===== src/rtl/lzfd_pkg.sv =====
// ----------------------------------------------------------------------------
// lzfd_pkg
// Shared types and constants for the flag-word LZ decompressor.
// ----------------------------------------------------------------------------
package lzfd_pkg;

	localparam int unsigned ITEMS_PER_WORD = 30;
	localparam int unsigned FLAG_BYTES     = 4;
	localparam int unsigned LEN_SHIFT_BASE = 14;
	localparam int unsigned MIN_MATCH      = 3;
	localparam logic [13:0] DIST_FIELD_MASK = 14'h3fff;

	typedef struct packed {
		logic [7:0] in_byte;
	} in_item_t;

	typedef struct packed {
		logic [7:0] out_byte;
		logic       last_of_run;
		logic       done_res;
	} out_item_t;

	typedef enum logic [1:0] {
		ST_IDLE,
		ST_COPY_RD,
		ST_COPY_EMIT
	} ctrl_state_t;

	typedef struct packed {
		logic accept;
		logic read;
		logic emit;
	} dp_cmd_t;

	typedef struct packed {
		logic slot_free;
		logic start_copy;
		logic copy_end;
	} dp_status_t;

endpackage


===== src/rtl/lzfd_ctrl.sv =====
// ----------------------------------------------------------------------------
// lzfd_ctrl
// Controller state machine: input acceptance and match copy sequencing.
// ----------------------------------------------------------------------------
module lzfd_ctrl (
	input  logic                 clk,
	input  logic                 arst_n,
	input  logic                 in_valid,
	output logic                 in_ready,
	input  lzfd_pkg::dp_status_t status,
	output lzfd_pkg::dp_cmd_t    cmd
);
	import lzfd_pkg::*;

	ctrl_state_t state_q;
	ctrl_state_t state_d;

	always_ff @(posedge clk or negedge arst_n) begin
		if (!arst_n) begin
			state_q <= ST_IDLE;
		end else begin
			state_q <= state_d;
		end
	end

	always_comb begin
		state_d  = state_q;
		in_ready = 1'b0;
		cmd      = '0;
		unique case (state_q)
			ST_IDLE: begin
				in_ready   = status.slot_free;
				cmd.accept = in_valid && status.slot_free;
				if (cmd.accept && status.start_copy) begin
					state_d = ST_COPY_RD;
				end
			end
			ST_COPY_RD: begin
				cmd.read = 1'b1;
				state_d  = ST_COPY_EMIT;
			end
			ST_COPY_EMIT: begin
				if (status.slot_free) begin
					cmd.emit = 1'b1;
					state_d  = status.copy_end ? ST_IDLE : ST_COPY_RD;
				end
			end
			default: begin
				state_d = ST_IDLE;
			end
		endcase
	end

endmodule


===== config.mk =====
export PLATFORM = sky130hd
export DESIGN_NAME = lzfd_ctrl
export DESIGN_NICKNAME = d
export VERILOG_FILES = /design/src/rtl/lzfd_pkg.sv /design/src/rtl/lzfd_ctrl.sv
export SDC_FILE = /design/constraint.sdc
export NUM_CORES = 1
export LEC_CHECK = 0
export ABC_AREA = 1
export BUFFER_PORTS_ARGS = -buffer_cell sky130_fd_sc_hd__buf_4
export CAP_MARGIN = 0
export CORE_AREA = 2 2 39 41
export CTS_BUF_LIST = sky130_fd_sc_hd__clkbuf_2 sky130_fd_sc_hd__clkbuf_4 sky130_fd_sc_hd__clkbuf_8
export DETAILED_ROUTE_END_ITERATION = 7
export DIE_AREA = 0 0 41 43
export GPL_ROUTABILITY_DRIVEN = 0
export PLACE_DENSITY = 0.33
export REMOVE_ABC_BUFFERS = 1
export SLEW_MARGIN = 0
export SYNTH_ARGS = -nofsm -noshare
export SYNTH_HDL_FRONTEND = slang
export SYNTH_SLANG_ARGS = --single-unit
export TNS_END_PERCENT = 50

===== constraint.sdc =====
create_clock -name clk -period 1 [get_ports clk]
set_clock_uncertainty 0.2 [all_clocks]
set_input_delay 0.05 -clock clk [delete_from_list [all_inputs] [get_ports clk]]
set_output_delay 0.05 -clock clk [all_outputs]
set_load 0.01 [all_outputs]

==> metrics.txt <==
Synth Area per Inst slightly below 6 um2; # H-tree levels 1; Min Hold Slack -0.00970 ns; Int Pwr just over 300 uW; Worst Setup End Kind output port; Switching Power about 120 uW; final worst setup slack -0.268 ns; Hold WC Path Type input port to flip-flop; register share of total power 24.4%; Most used DFF post-synth dfrtp_1; Syn-to-layout area delta 123%; largest net degree at the start of global routing 4; vias post-DR 182; crit path DAT 1.02 ns; Post-synth top cells inv_1 (7), nand2_1 (6), nor2_1 (6); initial antenna violation count 0; RSZ-0062 raised after global routing yes; worst IR drop on VDD 0.418 mV; drt total wl 382 um; IO Pins 10; max-slew violations 0; Total GRT Usage under 10%; clock buffer depth 2; Worst EP required approximately 0.75 ns; row cnt 14; largest registers state_q x2; Tightest Pin Transition between 0.1 and 0.15 ns; combinational power share about 33%; power density over the cells 1420 mW/mm2; Die Span Y 43 um; total CTS buffers 3; final number of hold-violating endpoints 1; Die ar. 0.00176 mm2; total power after layout approximately 420 uW; failing checks negative hold slack, negative setup slack; clk_lat worst skew about 0.23 ns; fmax a little under 800 MHz; CTS tree yes; Slew Limit Headroom between 90% and 100%; post-DP HPWL 265 um; Synth Cell Area between 100 and 150 um2; status complete, but fails checks; Post-route DRC 0; largest area contributor in the netlist dfrtp_1; number of synthesized flops with an enable pin 0; final net count 48; layout cells sized above 1 35.0%; post-synth top area share 37.4%; Die X-Extent 41 um; global-route wire length before repair about 660 um; Async S/R FF share, synth between 90% and 100%; Root Driver clkbuf_4; Avg Vias per Cell 3.25; Top reg by flops state_q; number of global-route vias before repair roughly 170; total of max-cap violations 0; final critical-path required period approximately 1.3 ns; post-synthesis cell type count 6; final clock period utilization by the worst path 127%; Startpoint Class flip-flop; core region area about 0.0014 mm2; Post-Synthesis Cells 23; clock sinks 2; worst-path fanout max 3; Place WS -0.0599 ns; IO Port Bufs 9; Net Sw Frac 28.3%; sequential fraction of the synthesis area between 30% and 40%; crit path kind flip-flop to output port; Seq cells post-synth 2; Synth area leaders dfrtp_1 (37%), inv_1 (20%), nand2_1 (17%); clock power share between 40% and 50%; total grt overflow 0; Starting DRT DRC Count 0; Reg clk slew, reported paths roughly 0.030 ns; leakage ~0.19 nW; cell with the most instances after synthesis inv_1; number of flip-flops in the largest register 2; routed len/inst 6.82 um; final setup vio count 4; warnings from Yosys 0; remaining antenna violation count 0; ANT cells 0; first drt pass iteration count 1; Starting Density 9.67%
power by group through the flow:
stage               registers [mW]  logic [mW]  clock network, mW
floorplan                    0.101      0.0545                  0
global placement             0.102       0.108                  0
detailed placement           0.102       0.108                  0
CTS                          0.103       0.138              0.190
global route                 0.105       0.157              0.217
finish                       0.104       0.138              0.183
final timing paths:
kind	startpoint	end	slack, ns	cells after the start
max in group asynchronous	arst_n	state_q[0]	0.03	3
setup / recovery	state_q[0]	cmd[2]	-0.27	4
hold reg to reg	state_q[0]	state_q[1]	0.36	2
hold / removal	in_valid	state_q[0]	-0.01	5
setup reg to reg	state_q[0]	state_q[0]	0	4
min in group asynchronous	arst_n	state_q[1]	0.48	3
layout make-up:
cell class,count,area [um2]
Fill cell,166,1080
Tap cell,16,20.0
Sequential cell,2,50.0
Inverter,7,26.3
Timing Repair Buffer,15,128
Multi-Input combinational cell,13,52.6
Clock buffer,3,22.5
worst max-delay path: stages (launching register included):
cell and delay, ns:
dfrtp_1 0.39, nor2_2 0.13, inv_1 0.06, nor2_1 0.09, buf_4 0.12
placed cells by master, fill, tap and decap left out:
master / instances
nand2_1: 6
dlymetal6s4s_1: 1
nor2_1: 5
o21ai_1: 1
dlygate4sd3_1: 4
buf_4: 10
nor2_2: 1
dfrtp_1: 2
inv_1: 7
clkbuf_4: 3
metrics by stage:
stage               area [um2]  instances  utilization (%)  setup TNS, ns
global placement           214         47             15.5        -0.0869
floorplan                  126         22                -              0
CTS                        297         56             21.4         -0.983
detailed placement         214         47             15.5         -0.120
global route               299         56             21.6          -1.27
finish                     299         56             21.6         -0.889
timing repair:
item | in CTS | in global routing
hold buffers | 5 | 0
setup buffers | 1 | 0
gates resized for setup | 1 | 2
pin swaps | 1 | 1
endpoints found under the hold margin | 4 | 0
setup endpoints to repair | 4 | 6
metal layers:
metal	GRT usage, %	vias to the layer above	part of all wire (%)
li1	-	96	-
met1	6.11	77	38
met2	7.19	7	49
met3	4.71	2	6.8
met4	12.0	0	5.0
met5	0	-	0
cell families after synthesis:
group / count (synthesis) / share of synthesized area, %
AND/OR/NAND/NOR: 12 / 33.6
buffers and inverters: 8 / 25.2
flip-flops: 2 / 37.4
AO/OA/AOI/OAI: 1 / 3.73
Power figures use the tool's default switching activity.
